$ cat config.mk
export PLATFORM = sky130hd
export DESIGN_NAME = gyro_bias_calibrator
export DESIGN_NICKNAME = d
export VERILOG_FILES = /design/src/hdl/gbc_pkg.sv /design/src/hdl/gbc_mul.sv /design/src/hdl/gbc_div.sv /design/src/hdl/gyro_bias_calibrator.sv
export SDC_FILE = /design/constraint.sdc
export NUM_CORES = 2
export LEC_CHECK = 0
export ABC_AREA = 1
export BUFFER_PORTS_ARGS = -buffer_cell sky130_fd_sc_hd__buf_2
export CELL_PAD_IN_SITES_DETAIL_PLACEMENT = 1
export CELL_PAD_IN_SITES_GLOBAL_PLACEMENT = 1
export CORE_MARGIN = 3
export CORE_UTILIZATION = 25
export DETAILED_ROUTE_END_ITERATION = 16
export PLACE_DENSITY_LB_ADDON = 0.2
export SYNTH_ARGS = -nofsm -noshare
export SYNTH_HDL_FRONTEND = slang
export SYNTH_SLANG_ARGS = --single-unit
$ cat constraint.sdc
create_clock -name clk -period 13.6 [get_ports clk]
set_input_delay 1.36 -clock clk [delete_from_list [all_inputs] [get_ports clk]]
set_output_delay 1.36 -clock clk [all_outputs]
set_load 0.02 [all_outputs]
$ cat src/hdl/gbc_pkg.sv
// ----------------------------------------------------------------------------
// gbc_pkg
// Types, widths and constants of the gyro bias calibrator.
// ----------------------------------------------------------------------------
package gbc_pkg;

    localparam int SAMPLE_W   = 24;
    localparam int PROG_W     = 16;
    localparam int THR_W      = 20;
    localparam int CFG_DATA_W = 20;
    localparam int CFG_IDX_W  = 2;

    // Sample and difference components are clamped to 2^21 before squaring.
    localparam int CLAMP_W   = 22;
    localparam int CLAMP_MAG = 1 << (CLAMP_W - 1);
    localparam int MAG_W     = (SAMPLE_W + 1 > CLAMP_W) ? SAMPLE_W + 1 : CLAMP_W;

    // Shared multiplier operand widths.
    localparam int MUL_A_W   = (SAMPLE_W > CLAMP_W) ? SAMPLE_W : CLAMP_W;
    localparam int MUL_B_W   = (CLAMP_W > PROG_W) ? CLAMP_W : PROG_W;
    localparam int MUL_P_W   = MUL_A_W + MUL_B_W;
    localparam int MUL_TAG_W = 2;

    // Sum of three clamped squares stays below 2^(2*CLAMP_W).
    localparam int ACC_W = 2 * CLAMP_W;

    // Mean update: |mean*n + s| fits SAMPLE_W+16 bits, divisor n+1 needs 17.
    localparam int NMAG_W    = SAMPLE_W + PROG_W;
    localparam int NUM_W     = NMAG_W + 1;
    localparam int DEN_W     = PROG_W + 1;
    localparam int DIV_CNT_W = $clog2(SAMPLE_W + 1);

    localparam logic [PROG_W-1:0] PROG_MAX = {PROG_W{1'b1}};

    // Register indexes of the configuration port.
    localparam logic [CFG_IDX_W-1:0] CFG_STILL_THR  = 2'd0;
    localparam logic [CFG_IDX_W-1:0] CFG_DEV_THR    = 2'd1;
    localparam logic [CFG_IDX_W-1:0] CFG_SAMPLE_TGT = 2'd2;

    localparam logic [THR_W-1:0]  STILL_THR_RST  = 20'd410;
    localparam logic [THR_W-1:0]  DEV_THR_RST    = 20'd2048;
    localparam logic [PROG_W-1:0] SAMPLE_TGT_RST = 16'd1000;

    typedef struct packed {
        logic signed [SAMPLE_W-1:0] rate_x;
        logic signed [SAMPLE_W-1:0] rate_y;
        logic signed [SAMPLE_W-1:0] rate_z;
    } gbc_in_t;

    typedef struct packed {
        logic [PROG_W-1:0]          progress;
        logic                       already_done;
        logic signed [SAMPLE_W-1:0] bias_x;
        logic signed [SAMPLE_W-1:0] bias_y;
        logic signed [SAMPLE_W-1:0] bias_z;
    } gbc_out_t;

    typedef struct packed {
        logic                 valid;
        logic [MUL_TAG_W-1:0] tag;
    } gbc_mul_ctl_t;

    function automatic logic [CLAMP_W-1:0] clamp_mag(input logic signed [SAMPLE_W:0] v);
        logic [MAG_W-1:0] m;
        m = v[SAMPLE_W] ? MAG_W'(-v) : MAG_W'(v);
        if (m > MAG_W'(CLAMP_MAG))
            clamp_mag = CLAMP_W'(CLAMP_MAG);
        else
            clamp_mag = m[CLAMP_W-1:0];
    endfunction

endpackage

$ cat src/hdl/gbc_mul.sv
// ----------------------------------------------------------------------------
// gbc_mul
// Shared registered multiplier; the tag travels with the product.
// ----------------------------------------------------------------------------
module gbc_mul (
    input  logic                         clk,
    input  logic                         rst_n,
    input  gbc_pkg::gbc_mul_ctl_t        req,
    input  logic [gbc_pkg::MUL_A_W-1:0]  a,
    input  logic [gbc_pkg::MUL_B_W-1:0]  b,
    output gbc_pkg::gbc_mul_ctl_t        rsp,
    output logic [gbc_pkg::MUL_P_W-1:0]  p
);

    gbc_pkg::gbc_mul_ctl_t        rsp_reg;
    logic [gbc_pkg::MUL_P_W-1:0]  p_reg;
    logic [gbc_pkg::MUL_P_W-1:0]  p_next;

    assign p_next = gbc_pkg::MUL_P_W'(a) * gbc_pkg::MUL_P_W'(b);

    always_ff @(posedge clk or negedge rst_n)
    begin
        if (!rst_n)
        begin
            rsp_reg <= '0;
        end
        else
        begin
            rsp_reg <= req;
        end
    end

    always_ff @(posedge clk)
    begin
        if (req.valid)
        begin
            p_reg <= p_next;
        end
    end

    assign rsp = rsp_reg;
    assign p   = p_reg;

endmodule

$ cat src/hdl/gbc_div.sv
// ----------------------------------------------------------------------------
// gbc_div
// Restoring divider, one quotient bit per cycle, SAMPLE_W-bit quotient.
// ----------------------------------------------------------------------------
module gbc_div (
    input  logic                          clk,
    input  logic                          rst_n,
    input  logic                          start,
    input  logic [gbc_pkg::NMAG_W-1:0]    dividend,
    input  logic [gbc_pkg::DEN_W-1:0]     divisor,
    output logic                          done,
    output logic [gbc_pkg::SAMPLE_W-1:0]  quotient
);

    localparam int SW = gbc_pkg::SAMPLE_W;
    localparam int DW = gbc_pkg::DEN_W;

    logic                            busy_reg, busy_next;
    logic                            done_reg, done_next;
    logic [gbc_pkg::DIV_CNT_W-1:0]   cnt_reg, cnt_next;
    logic [DW-1:0]                   rem_reg, rem_next;
    logic [DW-1:0]                   dsr_reg, dsr_next;
    logic [SW-1:0]                   quo_reg, quo_next;
    logic [DW+1:0]                   trial;
    logic                            borrow;

    // The quotient is known to fit SW bits, so the upper dividend bits
    // already form a partial remainder below the divisor.
    assign trial  = {1'b0, rem_reg, quo_reg[SW-1]} - {2'b00, dsr_reg};
    assign borrow = trial[DW+1];

    always_comb
    begin
        busy_next = busy_reg;
        done_next = 1'b0;
        cnt_next  = cnt_reg;
        rem_next  = rem_reg;
        dsr_next  = dsr_reg;
        quo_next  = quo_reg;
        if (start)
        begin
            busy_next = 1'b1;
            cnt_next  = '0;
            rem_next  = DW'(dividend[gbc_pkg::NMAG_W-1:SW]);
            quo_next  = dividend[SW-1:0];
            dsr_next  = divisor;
        end
        else if (busy_reg)
        begin
            rem_next = borrow ? {rem_reg[DW-2:0], quo_reg[SW-1]} : trial[DW-1:0];
            quo_next = {quo_reg[SW-2:0], ~borrow};
            cnt_next = cnt_reg + 1'b1;
            if (cnt_reg == gbc_pkg::DIV_CNT_W'(SW - 1))
            begin
                busy_next = 1'b0;
                done_next = 1'b1;
            end
        end
    end

    always_ff @(posedge clk or negedge rst_n)
    begin
        if (!rst_n)
        begin
            busy_reg <= 1'b0;
            done_reg <= 1'b0;
            cnt_reg  <= '0;
        end
        else
        begin
            busy_reg <= busy_next;
            done_reg <= done_next;
            cnt_reg  <= cnt_next;
        end
    end

    always_ff @(posedge clk)
    begin
        rem_reg <= rem_next;
        dsr_reg <= dsr_next;
        quo_reg <= quo_next;
    end

    assign done     = done_reg;
    assign quotient = quo_reg;

endmodule

$ cat src/hdl/gyro_bias_calibrator.sv
// ----------------------------------------------------------------------------
// gyro_bias_calibrator
// Running-mean gyro bias estimator with stillness and deviation tests.
//
//   channel  direction  handshake            payload
//   in       sink       in_valid / in_stall  gbc_in_t  (rate_x, rate_y, rate_z)
//   out      source     out_valid/out_stall  gbc_out_t (progress, done flag, bias)
//   cfg      sink       cfg_valid/cfg_ready  cfg_index, cfg_data
//
// One transaction in gives one transaction out. A sample is worked on alone;
// the serial divider updates the three means one after the other. A first
// sample also runs the stillness test, and a finished block answers without
// a new update. The squared-norm tests share one registered multiplier.
// Reset clears the mean, the counter and the registers to their defaults.
// The next sample is taken while a result still waits in the output register.
// ----------------------------------------------------------------------------
module gyro_bias_calibrator (
    input  logic                             clk,
    input  logic                             rst_n,
    input  logic                             in_valid,
    output logic                             in_stall,
    input  gbc_pkg::gbc_in_t                 in_data,
    output logic                             out_valid,
    input  logic                             out_stall,
    output gbc_pkg::gbc_out_t                out_data,
    input  logic                             cfg_valid,
    output logic                             cfg_ready,
    input  logic [gbc_pkg::CFG_IDX_W-1:0]    cfg_index,
    input  logic [gbc_pkg::CFG_DATA_W-1:0]   cfg_data
);

    localparam int SW = gbc_pkg::SAMPLE_W;
    localparam int PW = gbc_pkg::PROG_W;

    localparam logic [2:0] S_IDLE     = 3'd0;
    localparam logic [2:0] S_SQ_ISSUE = 3'd1;
    localparam logic [2:0] S_SQ_DRAIN = 3'd2;
    localparam logic [2:0] S_DECIDE   = 3'd3;
    localparam logic [2:0] S_UP_MUL   = 3'd4;
    localparam logic [2:0] S_UP_NUM   = 3'd5;
    localparam logic [2:0] S_UP_DIV   = 3'd6;
    localparam logic [2:0] S_RESULT   = 3'd7;

    localparam logic [gbc_pkg::MUL_TAG_W-1:0] TAG_THR  = 2'd3;
    localparam logic [1:0]                    AXIS_Z   = 2'd2;

    logic [2:0]                        state_reg, state_next;
    logic [1:0]                        step_reg, step_next;
    logic [1:0]                        axis_reg, axis_next;
    logic                              dev_phase_reg, dev_phase_next;
    logic [gbc_pkg::ACC_W-1:0]         acc_reg, acc_next;
    logic [gbc_pkg::ACC_W-1:0]         thr_sq_reg, thr_sq_next;
    logic signed [SW-1:0]              samp_x_reg, samp_x_next;
    logic signed [SW-1:0]              samp_y_reg, samp_y_next;
    logic signed [SW-1:0]              samp_z_reg, samp_z_next;
    logic signed [SW-1:0]              mean_x_reg, mean_x_next;
    logic signed [SW-1:0]              mean_y_reg, mean_y_next;
    logic signed [SW-1:0]              mean_z_reg, mean_z_next;
    logic [PW-1:0]                     count_reg, count_next;
    logic                              finished_reg, finished_next;
    logic [PW-1:0]                     res_prog_reg, res_prog_next;
    logic                              res_done_reg, res_done_next;
    logic                              num_neg_reg, num_neg_next;
    logic                              out_valid_reg, out_valid_next;
    gbc_pkg::gbc_out_t                 out_data_reg, out_data_next;
    logic [gbc_pkg::THR_W-1:0]         still_thr_reg, still_thr_next;
    logic [gbc_pkg::THR_W-1:0]         dev_thr_reg, dev_thr_next;
    logic [PW-1:0]                     target_reg, target_next;

    logic [1:0]                        sel_idx;
    logic signed [SW-1:0]              mean_sel;
    logic signed [SW-1:0]              samp_sel;
    logic signed [SW:0]                diff;
    logic signed [SW:0]                sq_src;
    logic [gbc_pkg::CLAMP_W-1:0]       sq_mag;
    logic [gbc_pkg::THR_W-1:0]         thr_sel;
    logic [SW-1:0]                     mean_abs;
    logic [gbc_pkg::DEN_W-1:0]         cnt_plus1;
    logic [gbc_pkg::NUM_W-1:0]         prod_ext;
    logic signed [gbc_pkg::NUM_W-1:0]  prod_s;
    logic signed [gbc_pkg::NUM_W-1:0]  num_s;
    logic [gbc_pkg::NMAG_W-1:0]        num_abs;
    logic signed [SW-1:0]              new_mean;

    gbc_pkg::gbc_mul_ctl_t             mul_req;
    gbc_pkg::gbc_mul_ctl_t             mul_rsp;
    logic [gbc_pkg::MUL_A_W-1:0]       mul_a;
    logic [gbc_pkg::MUL_B_W-1:0]       mul_b;
    logic [gbc_pkg::MUL_P_W-1:0]       mul_p;

    logic                              div_start;
    logic [gbc_pkg::NMAG_W-1:0]        div_dividend;
    logic [gbc_pkg::DEN_W-1:0]         div_divisor;
    logic                              div_done;
    logic [SW-1:0]                     div_quot;

    gbc_mul u_mul (
        .clk   (clk),
        .rst_n (rst_n),
        .req   (mul_req),
        .a     (mul_a),
        .b     (mul_b),
        .rsp   (mul_rsp),
        .p     (mul_p)
    );

    gbc_div u_div (
        .clk      (clk),
        .rst_n    (rst_n),
        .start    (div_start),
        .dividend (div_dividend),
        .divisor  (div_divisor),
        .done     (div_done),
        .quotient (div_quot)
    );

    // One axis is selected at a time: by the square step or by the update axis.
    assign sel_idx = (state_reg == S_SQ_ISSUE) ? step_reg : axis_reg;

    always_comb
    begin
        case (sel_idx)
            2'd0:
            begin
                mean_sel = mean_x_reg;
                samp_sel = samp_x_reg;
            end
            2'd1:
            begin
                mean_sel = mean_y_reg;
                samp_sel = samp_y_reg;
            end
            default:
            begin
                mean_sel = mean_z_reg;
                samp_sel = samp_z_reg;
            end
        endcase
    end

    assign diff      = {mean_sel[SW-1], mean_sel} - {samp_sel[SW-1], samp_sel};
    assign sq_src    = dev_phase_reg ? diff : {samp_sel[SW-1], samp_sel};
    assign sq_mag    = gbc_pkg::clamp_mag(sq_src);
    assign thr_sel   = dev_phase_reg ? dev_thr_reg : still_thr_reg;
    assign mean_abs  = mean_sel[SW-1] ? SW'(-mean_sel) : mean_sel;
    assign cnt_plus1 = {1'b0, count_reg} + 1'b1;

    // mean*n + sample, then split into sign and magnitude for the divider.
    assign prod_ext = gbc_pkg::NUM_W'(mul_p[gbc_pkg::NMAG_W-1:0]);
    assign prod_s   = mean_sel[SW-1] ? -$signed(prod_ext) : $signed(prod_ext);
    assign num_s    = prod_s + gbc_pkg::NUM_W'(samp_sel);
    assign num_abs  = num_s[gbc_pkg::NUM_W-1] ? gbc_pkg::NMAG_W'(-num_s)
                                              : gbc_pkg::NMAG_W'(num_s);
    assign new_mean = num_neg_reg ? SW'(-div_quot) : div_quot;

    always_comb
    begin
        state_next     = state_reg;
        step_next      = step_reg;
        axis_next      = axis_reg;
        dev_phase_next = dev_phase_reg;
        acc_next       = acc_reg;
        thr_sq_next    = thr_sq_reg;
        samp_x_next    = samp_x_reg;
        samp_y_next    = samp_y_reg;
        samp_z_next    = samp_z_reg;
        mean_x_next    = mean_x_reg;
        mean_y_next    = mean_y_reg;
        mean_z_next    = mean_z_reg;
        count_next     = count_reg;
        finished_next  = finished_reg;
        res_prog_next  = res_prog_reg;
        res_done_next  = res_done_reg;
        num_neg_next   = num_neg_reg;
        out_valid_next = out_valid_reg;
        out_data_next  = out_data_reg;
        still_thr_next = still_thr_reg;
        dev_thr_next   = dev_thr_reg;
        target_next    = target_reg;
        mul_req        = '0;
        mul_a          = '0;
        mul_b          = '0;
        div_start      = 1'b0;
        div_dividend   = '0;
        div_divisor    = '0;

        if (cfg_valid)
        begin
            case (cfg_index)
                gbc_pkg::CFG_STILL_THR:  still_thr_next = cfg_data[gbc_pkg::THR_W-1:0];
                gbc_pkg::CFG_DEV_THR:    dev_thr_next   = cfg_data[gbc_pkg::THR_W-1:0];
                gbc_pkg::CFG_SAMPLE_TGT: target_next    = cfg_data[PW-1:0];
                default:
                begin
                end
            endcase
        end

        if (out_valid_reg && !out_stall)
        begin
            out_valid_next = 1'b0;
        end

        // Products of the norm pass arrive in the cycle after issue.
        if (mul_rsp.valid && (state_reg == S_SQ_ISSUE || state_reg == S_SQ_DRAIN))
        begin
            if (mul_rsp.tag == TAG_THR)
                thr_sq_next = mul_p[gbc_pkg::ACC_W-1:0];
            else
                acc_next = acc_reg + mul_p[gbc_pkg::ACC_W-1:0];
        end

        case (state_reg)
            S_IDLE:
            begin
                if (in_valid)
                begin
                    samp_x_next = in_data.rate_x;
                    samp_y_next = in_data.rate_y;
                    samp_z_next = in_data.rate_z;
                    if (finished_reg)
                    begin
                        res_prog_next = gbc_pkg::PROG_MAX;
                        res_done_next = 1'b1;
                        state_next    = S_RESULT;
                    end
                    else
                    begin
                        res_done_next  = 1'b0;
                        dev_phase_next = (count_reg != '0);
                        acc_next       = '0;
                        step_next      = '0;
                        state_next     = S_SQ_ISSUE;
                    end
                end
            end
            S_SQ_ISSUE:
            begin
                mul_req.valid = 1'b1;
                mul_req.tag   = step_reg;
                if (step_reg == TAG_THR)
                begin
                    mul_a      = gbc_pkg::MUL_A_W'(thr_sel);
                    mul_b      = gbc_pkg::MUL_B_W'(thr_sel);
                    state_next = S_SQ_DRAIN;
                end
                else
                begin
                    mul_a     = gbc_pkg::MUL_A_W'(sq_mag);
                    mul_b     = gbc_pkg::MUL_B_W'(sq_mag);
                    step_next = step_reg + 1'b1;
                end
            end
            S_SQ_DRAIN:
            begin
                if (mul_rsp.valid)
                    state_next = S_DECIDE;
            end
            S_DECIDE:
            begin
                if (!dev_phase_reg)
                begin
                    // A still first sample joins the mean without the deviation test.
                    if (acc_reg < thr_sq_reg)
                    begin
                        axis_next  = '0;
                        state_next = S_UP_MUL;
                    end
                    else
                    begin
                        dev_phase_next = 1'b1;
                        acc_next       = '0;
                        step_next      = '0;
                        state_next     = S_SQ_ISSUE;
                    end
                end
                else if (acc_reg > thr_sq_reg)
                begin
                    mean_x_next   = '0;
                    mean_y_next   = '0;
                    mean_z_next   = '0;
                    count_next    = '0;
                    res_prog_next = '0;
                    state_next    = S_RESULT;
                end
                else
                begin
                    axis_next  = '0;
                    state_next = S_UP_MUL;
                end
            end
            S_UP_MUL:
            begin
                mul_req.valid = 1'b1;
                mul_a         = gbc_pkg::MUL_A_W'(mean_abs);
                mul_b         = gbc_pkg::MUL_B_W'(count_reg);
                state_next    = S_UP_NUM;
            end
            S_UP_NUM:
            begin
                div_start    = 1'b1;
                div_dividend = num_abs;
                div_divisor  = cnt_plus1;
                num_neg_next = num_s[gbc_pkg::NUM_W-1];
                state_next   = S_UP_DIV;
            end
            S_UP_DIV:
            begin
                if (div_done)
                begin
                    case (axis_reg)
                        2'd0:    mean_x_next = new_mean;
                        2'd1:    mean_y_next = new_mean;
                        default: mean_z_next = new_mean;
                    endcase
                    if (axis_reg == AXIS_Z)
                    begin
                        count_next    = cnt_plus1[PW-1:0];
                        res_prog_next = cnt_plus1[PW-1:0];
                        // The counter never wraps: reaching its top also ends the run.
                        if (cnt_plus1 > {1'b0, target_reg} ||
                            cnt_plus1 >= {1'b0, gbc_pkg::PROG_MAX})
                            finished_next = 1'b1;
                        state_next = S_RESULT;
                    end
                    else
                    begin
                        axis_next  = axis_reg + 1'b1;
                        state_next = S_UP_MUL;
                    end
                end
            end
            S_RESULT:
            begin
                if (!out_valid_reg || !out_stall)
                begin
                    out_valid_next             = 1'b1;
                    out_data_next.progress     = res_prog_reg;
                    out_data_next.already_done = res_done_reg;
                    out_data_next.bias_x       = mean_x_reg;
                    out_data_next.bias_y       = mean_y_reg;
                    out_data_next.bias_z       = mean_z_reg;
                    state_next                 = S_IDLE;
                end
            end
            default:
            begin
                state_next = S_IDLE;
            end
        endcase
    end

    always_ff @(posedge clk or negedge rst_n)
    begin
        if (!rst_n)
        begin
            state_reg     <= S_IDLE;
            step_reg      <= '0;
            axis_reg      <= '0;
            dev_phase_reg <= 1'b0;
            mean_x_reg    <= '0;
            mean_y_reg    <= '0;
            mean_z_reg    <= '0;
            count_reg     <= '0;
            finished_reg  <= 1'b0;
            out_valid_reg <= 1'b0;
            still_thr_reg <= gbc_pkg::STILL_THR_RST;
            dev_thr_reg   <= gbc_pkg::DEV_THR_RST;
            target_reg    <= gbc_pkg::SAMPLE_TGT_RST;
        end
        else
        begin
            state_reg     <= state_next;
            step_reg      <= step_next;
            axis_reg      <= axis_next;
            dev_phase_reg <= dev_phase_next;
            mean_x_reg    <= mean_x_next;
            mean_y_reg    <= mean_y_next;
            mean_z_reg    <= mean_z_next;
            count_reg     <= count_next;
            finished_reg  <= finished_next;
            out_valid_reg <= out_valid_next;
            still_thr_reg <= still_thr_next;
            dev_thr_reg   <= dev_thr_next;
            target_reg    <= target_next;
        end
    end

    always_ff @(posedge clk)
    begin
        acc_reg      <= acc_next;
        thr_sq_reg   <= thr_sq_next;
        samp_x_reg   <= samp_x_next;
        samp_y_reg   <= samp_y_next;
        samp_z_reg   <= samp_z_next;
        res_prog_reg <= res_prog_next;
        res_done_reg <= res_done_next;
        num_neg_reg  <= num_neg_next;
        out_data_reg <= out_data_next;
    end

    assign in_stall  = (state_reg != S_IDLE);
    assign out_valid = out_valid_reg;
    assign out_data  = out_data_reg;
    assign cfg_ready = 1'b1;

endmodule

Yosys cells after proc, flatten, opt, wreduce, memory -nomap -nowiden
Index checks and enable logic that the tools add are counted.

cells by class
  add/sub/neg operators = 13
  $mul = 1
  $lt $le $gt $ge = 5
  equality and inequality tests = 34
  mux-type cells = 90
  bitwise operators = 1
  reduce and logical (&&, ||, !) cells = 36

operators by type and width
  kind                                                                               number
  24-bit two-way mux                                                                 12
  24-bit case mux with 2 select lines                                                6
  44-bit two-way mux                                                                 6
  16-bit two-way mux                                                                 8
  44-bit case mux with 2 select lines                                                1
  40-bit two-way mux                                                                 2
  22-bit two-way mux                                                                 3
  25-bit two-way mux                                                                 2
  24-bit negation                                                                    2
  16-bit case mux with 3 select lines                                                1
  44-bit adder                                                                       1
  44-bit greater-than comparator                                                     1
  44-bit less-than comparator                                                        1
  24-bit by 22-bit multiplier with 44-bit output                                     1
  22-bit case mux with 2 select lines                                                1
  41-bit by 24-bit adder with 41-bit output                                          1
  41-bit two-way mux                                                                 1
  40-bit negation with 41-bit output                                                 1
  40-bit negation                                                                    1
  16-bit case mux with 2 select lines                                                1
  5-bit AND reduction                                                                6
  2-bit two-way mux                                                                  14
  25-bit by 22-bit greater-than comparator with 1-bit output, second input constant  1
  25-bit negation                                                                    1
  other kinds (40)                                                                   105

storage, ports and cells
  register bits after elaboration = 533

Logic depth before layout (Yosys ltp)
  depth in word-level cells = 13
  mapped depth = 76

Hierarchy
From an unflattened synthesis, not the netlist that was laid out.

unflattened totals
  cells, all modules = 7,377
  area total of the unflattened synthesis = 54,683.7 um^2

by module, submodules not included
  module                instances  cells each  area each (um^2)
  gyro_bias_calibrator  1          4,268       30,773.3
  gbc_mul               1          2,609       19,951.6
  gbc_div               1          500         3,958.8

Least setup slack after synthesis
Ideal clock, no wire load.

  kind = register to register
  from = register state_reg[2]
  to = register u_mul.p_reg, in the netlist u_mul.p[43] (data pin)
  library setup time = 0.261 ns
  arrival time = 11.767 ns
  path slack = 1.572 ns
  stages on the path, launching flop included = 60
  path buffers = 5
  clock period less this slack = 12.028 ns
  cells stage by stage = dfrtp_1 -> inv_2 -> nand3_2 -> nand2_4 -> nand2_8 -> inv_2 -> buf_6 -> buf_6 -> nor2_1 -> a221oi_1 -> inv_1 -> ha_1 -> inv_1 -> nor3_1 -> a2111oi_0 -> nand3_1 -> nand2_1 -> nand3_1 -> [... 24 more ...] -> inv_1 -> fa_1 -> ha_1 -> nand2_1 -> o21ai_0 -> o21bai_1 -> a31oi_1 -> o21ai_0 -> a21boi_0 -> o21ai_0 -> nand2_1 -> nand2_1 -> nand3_1 -> nand2_1 -> nand2_1 -> a21boi_0 -> nor2_1 -> xor2_1

on the way
  cells in the longest elaborated chain, start to end = 13
  elaborated cells on any way between the ends = 20
  those cells by class = add/sub: 3; mul: 1; order compare: 1; eq/ne: 3; mux: 11; reduce/logical: 1

ends and longest elaborated chain
  item                                                                                        RTL line                                                  source
  from (decl)                                                                                 gyro_bias_calibrator.sv:47                                logic [2:0] state_reg, state_next;
  from (signal assigned)                                                                      gyro_bias_calibrator.sv:373                               state_reg <= state_next;
  3-bit by 1-bit == test with 1-bit output                                                    gyro_bias_calibrator.sv:118, gyro_bias_calibrator.sv:213
  2-bit two-way mux                                                                           gyro_bias_calibrator.sv:118                               assign sel_idx = (state_reg == S_SQ_ISSUE) ? step_reg : axis_reg;
  2-bit by 1-bit == test with 1-bit output or 2-bit zero test (tied branches)                 gyro_bias_calibrator.sv:122                               case (sel_idx)
  24-bit case mux with 2 select lines                                                         gyro_bias_calibrator.sv:122
  24-bit by 24-bit subtractor with 25-bit output                                              gyro_bias_calibrator.sv:141                               assign diff = {mean_sel[SW-1], mean_sel} - {samp_sel[SW-1], samp_sel};
  25-bit two-way mux                                                                          gyro_bias_calibrator.sv:142                               assign sq_src = dev_phase_reg ? diff : {samp_sel[SW-1], samp_sel};
  25-bit negation                                                                             gbc_pkg.sv:65                                             m = v[SAMPLE_W] ? MAG_W'(-v) : MAG_W'(v);
  25-bit two-way mux                                                                          gbc_pkg.sv:65
  25-bit by 22-bit greater-than comparator with 1-bit output                                  gbc_pkg.sv:66                                             if (m > MAG_W'(CLAMP_MAG))
  22-bit two-way mux                                                                          gbc_pkg.sv:66
  22-bit two-way mux                                                                          gyro_bias_calibrator.sv:241                               if (step_reg == TAG_THR)
  24-bit case mux with 2 select lines or 22-bit case mux with 2 select lines (tied branches)  gyro_bias_calibrator.sv:213                               case (state_reg)
  24-bit by 22-bit multiplier with 44-bit output *                                            gbc_mul.sv:19                                             assign p_next = gbc_pkg::MUL_P_W'(a) * gbc_pkg::MUL_P_W'(b);
  named net u_mul.p_next (one bit)                                                            gbc_mul.sv:17                                             logic [gbc_pkg::MUL_P_W-1:0] p_next;
  to (signal assigned)                                                                        gbc_mul.sv:37                                             p_reg <= p_next;
  to (decl)                                                                                   gbc_mul.sv:16                                             logic [gbc_pkg::MUL_P_W-1:0] p_reg;

Mark *: on every way through the listed nets, which the timed path passes. The rest lies on a longest branch.
A chain may end at the register's enable or synchronous reset.

Worst setup path in the final report
  from = register state_reg[2]
  to = register u_mul.p_reg, in the netlist u_mul.p[40] (data pin)

The elaborated chain is that of the path after synthesis.

==> impl_results.md <==
- Cts bufs inserted: 67
- Fmax: between 70 and 80 MHz
- Routability Congestion: a little under 0.9
- Int Pwr: just over 3 mW
- Clock share of power: 0.437
- Core outline area: 0.2052 sq mm
- Critical Path RT: ~14000 ps
- TritonCTS clock tree: built
- Worst-Skew Late Latency: approximately 680 ps
- Cell Count, Final, Fillers Out: around 9500
- Final setup vio count: 0
- CTS sink count: roughly 530
- Clock slew at reported path FFs: ~60 ps
- Leakage: approximately 29 nW
- Total net switching power: 1.177 mW
- Number of global-route vias before repair: about 46000
- CTS Root Cell: clkbuf_16
- Layout cell share with drive strength beyond 1: 0.09510
- Synth Flop Type: edfxtp_1
- Critical R2R Capture: u_mul.p[40]$_DFFE_PN_
- Switching share of power: 0.2753
- Crit Path Max Fanout: 33
- Worst slew pin tran: roughly 1200 ps
- Ratio of total power to cell area: about 73 mW/mm^2
- Dpl hpwl: 168800 um
- # rows: between 150 and 200
- Tmin final: 12680 ps
- WL/cell: roughly 21 um
- CP arrival: 13100 ps
- DP Worst Slack: slightly above 400 ps
- Crit Path Category: reg2reg
- DIE AREA: between 0.2 and 0.25 sq mm
- Initial Util: 0.2520
- Clk_skew: between 50 and 60 ps
- Reg power frac: 0.453
- Post-synthesis cell area: roughly 0.052 sq mm
- Vias per inst: about 4.6
- GRT Util Overall: 0.1912
- Outcome: completed
- Drt total wl: around 200000 um
- Drt first pass iters: 7
- Fillcell total: approximately 25000
- Post-synth EDFFs: approximately 320
- Crit Reg-Reg Startpoint: state_reg[2]$_DFFE_PN0P_
- Comb pwr share: 0.111
- Max-slew headroom: 0.1628
- First-pass GRT wire length: a little over 300000 um
- Avg Inst Size Synth: 7.935 sq um
- Final hold viol count: 0
- Clk buf depth: 3
- Worst vdd rail ir drop: just over 80 uV
- Port bufs: about 190
- Hold path start: res_prog_reg[6]$_DFFE_PP_
- CP max stage delay: between 500 and 600 ps
- Overflow after GRT: 0
- Sequential area share after synthesis: 0.2853
- Hold Path Stages: 0
- R2R setup slack: roughly 900 ps
- Number of flip-flops in the largest register: 89
- Unrepaired setup endpoints after global routing: false
- Register bit total from synthesis: roughly 530
- Antenna violations before repair: 14
- CP startpoint kind: flop
- Die width: between 400 and 500 um
- Design Power: around 4.3 mW
- CTS HTree Levels: 3
- Fin. max-slew vios: 0
- Final ANT Viol Nets: 0
- Worst hold path class: reg2reg
- Yosys cell types: 70
- Most used cell, CP: nand2_1
- # IOs: 191
- Worst r2r path cells: 64
- CP Capture Type: flop
- Fraction of registers with async set or reset after synthesis: 0.3077
- Area growth syn-to-layout: 12.92%
- Max-cap check violation count: 0
- Slowest-stage cell, CP: fa_1
- Hold_ws: around 380 ps
- Largest net degree at the start of global routing: between 60 and 70
- Iteration-0 DRC Markers: ~2800
- Final setup TNS: 0 ps
- Post-Synthesis Cells: between 6000 and 7000
- Nets: between 7000 and 8000
- Worst setup path startpoint: state_reg[2]$_DFFE_PN0P_
- Die Y: ~460 um
- Post-CTS Setup Bufs: 0
- YS warnings: 0
- Worst setup margin: 917.8 ps
- Via Count: ~44000
- Hold path endpoint: out_data[79]$_DFFE_PP_
- Drt drc: 0
- Post-Place Cells: ~9400
- Final worst-path cycle share: 0.9325
==> logic make-up after synthesis <==
family | after synthesis | synth area share
and+or+nand+nor | 2782 | 0.2340
buffers and inverters | 1475 | 0.1163
AOI/OAI and AO/OA | 771 | 0.08354
adders and majority gates | 767 | 0.2492
DFF | 533 | 0.2853
xor gates and xnor gates | 186 | 0.03151
other | 2 | 0.0001453
==> per-layer routing <==
metal  vias to the layer above  wire [um]  global-route usage
li1                      20790          -                   -
met1                     22070      96510              0.2678
met2                       685      94500              0.3157
met3                       147       8576             0.02638
met4                         2       3584             0.03446
met5                         -         13                   0
==> synthesized netlist by cell type, types with 42 or more instances <==
master,n,area [sq um]
clkbuf_1,81,304.0
buf_4,58,435.4
nor2_1,413,1550
edfxtp_1,324,9729
nand3_1,246,1231
xor2_1,126,1104
a21oi_1,281,1406
nand3_2,56,560.5
nand2_1,1806,6779
fa_1,438,8768
dfxtp_1,45,900.9
nor3_1,66,330.3
xnor2_1,60,525.5
ha_1,329,4116
inv_1,1245,4673
o21ai_0,311,1556
dfrtp_1,152,3804
nand4_1,42,262.8
==> critical path, delay by kind of cell (launching register included) <==
kind | cells | cell delay [ps]
flip-flops | 1 | 470
XOR/XNOR | 1 | 160
AND/OR/NAND/NOR | 32 | 3960
adder cells (fa/ha/maj) | 10 | 4470
AO/OA/AOI/OAI | 8 | 1340
buffers and inverters | 13 | 1980
==> how the worst max path moves through the flow <==
stage                     depth (start not counted)               endpoint
after detailed placement                         62  u_mul.p[40]$_DFFE_PN_
after global routing                             63  u_mul.p[40]$_DFFE_PN_
final                                            64  u_mul.p[40]$_DFFE_PN_
after global placement                           63  u_mul.p[40]$_DFFE_PN_
after CTS                                        62  u_mul.p[40]$_DFFE_PN_
after floorplan                                  59  u_mul.p[43]$_DFFE_PN_
==> layout make-up <==
class	instances	area (sq um)	share of cell area
Clock buffer	84	1800	0.03084
Sequential cell	533	14750	0.2526
Antenna cell	2	5.005	0.00008572
Clock inverter	40	475.5	0.008144
Inverter	1279	4803	0.08227
Multi-Input combinational cell	4542	31170	0.5338
Tap cell	2688	3363	0.05761
Timing Repair Buffer	315	2018	0.03457
==> layout by cell type (no fill, tap or decap), drive strengths merged, types with 12 or more instances in the layout <==
master  netlist  final
conb          2     36
clkbuf       81     84
o21bai       16     16
inv        1273   1278
edfxtp      324    324
or2          12     12
buf         115    315
nand4        43     43
o21a         16     16
nor3         66     66
a31oi        27     27
xor2        126    126
fa          438    438
o211ai       25     25
a221oi       15     15
dfstp        12     12
nand3       329    329
a21oi       285    285
nor4         13     13
dfxtp        45     45
ha          329    329
nand2      1842   1842
o21ai       319    319
dfrtp       152    152
xnor2        60     60
clkinv        6     32
nor2        445    445
o31ai        13     13
nand3b       17     17
==> power groups by stage <==
stage | combinational (mW) | sequential, mW | clock [mW]
5_1_grt | 0.551 | 1.95 | 1.98
6_report | 0.474 | 1.94 | 1.87
4_1_cts | 0.482 | 1.94 | 1.92
2_1_floorplan | 0.313 | 1.93 | 0
3_3_place_gp | 0.466 | 1.96 | 0
3_5_place_dp | 0.477 | 1.97 | 0
==> per-stage QoR <==
step / instance area (sq um) / util
5_1_grt: 58380 / 0.2845
2_1_floorplan: 51830 / -
4_1_cts: 58360 / 0.2844
3_3_place_gp: 56080 / 0.2733
6_report: 58380 / 0.2845
3_5_place_dp: 56080 / 0.2733
==> what timing repair did <==
item	CTS	global route
hold buffers	0	0
resized for setup	0	7
endpoints found under the setup margin	0	11
Power figures use the tool's default switching activity.
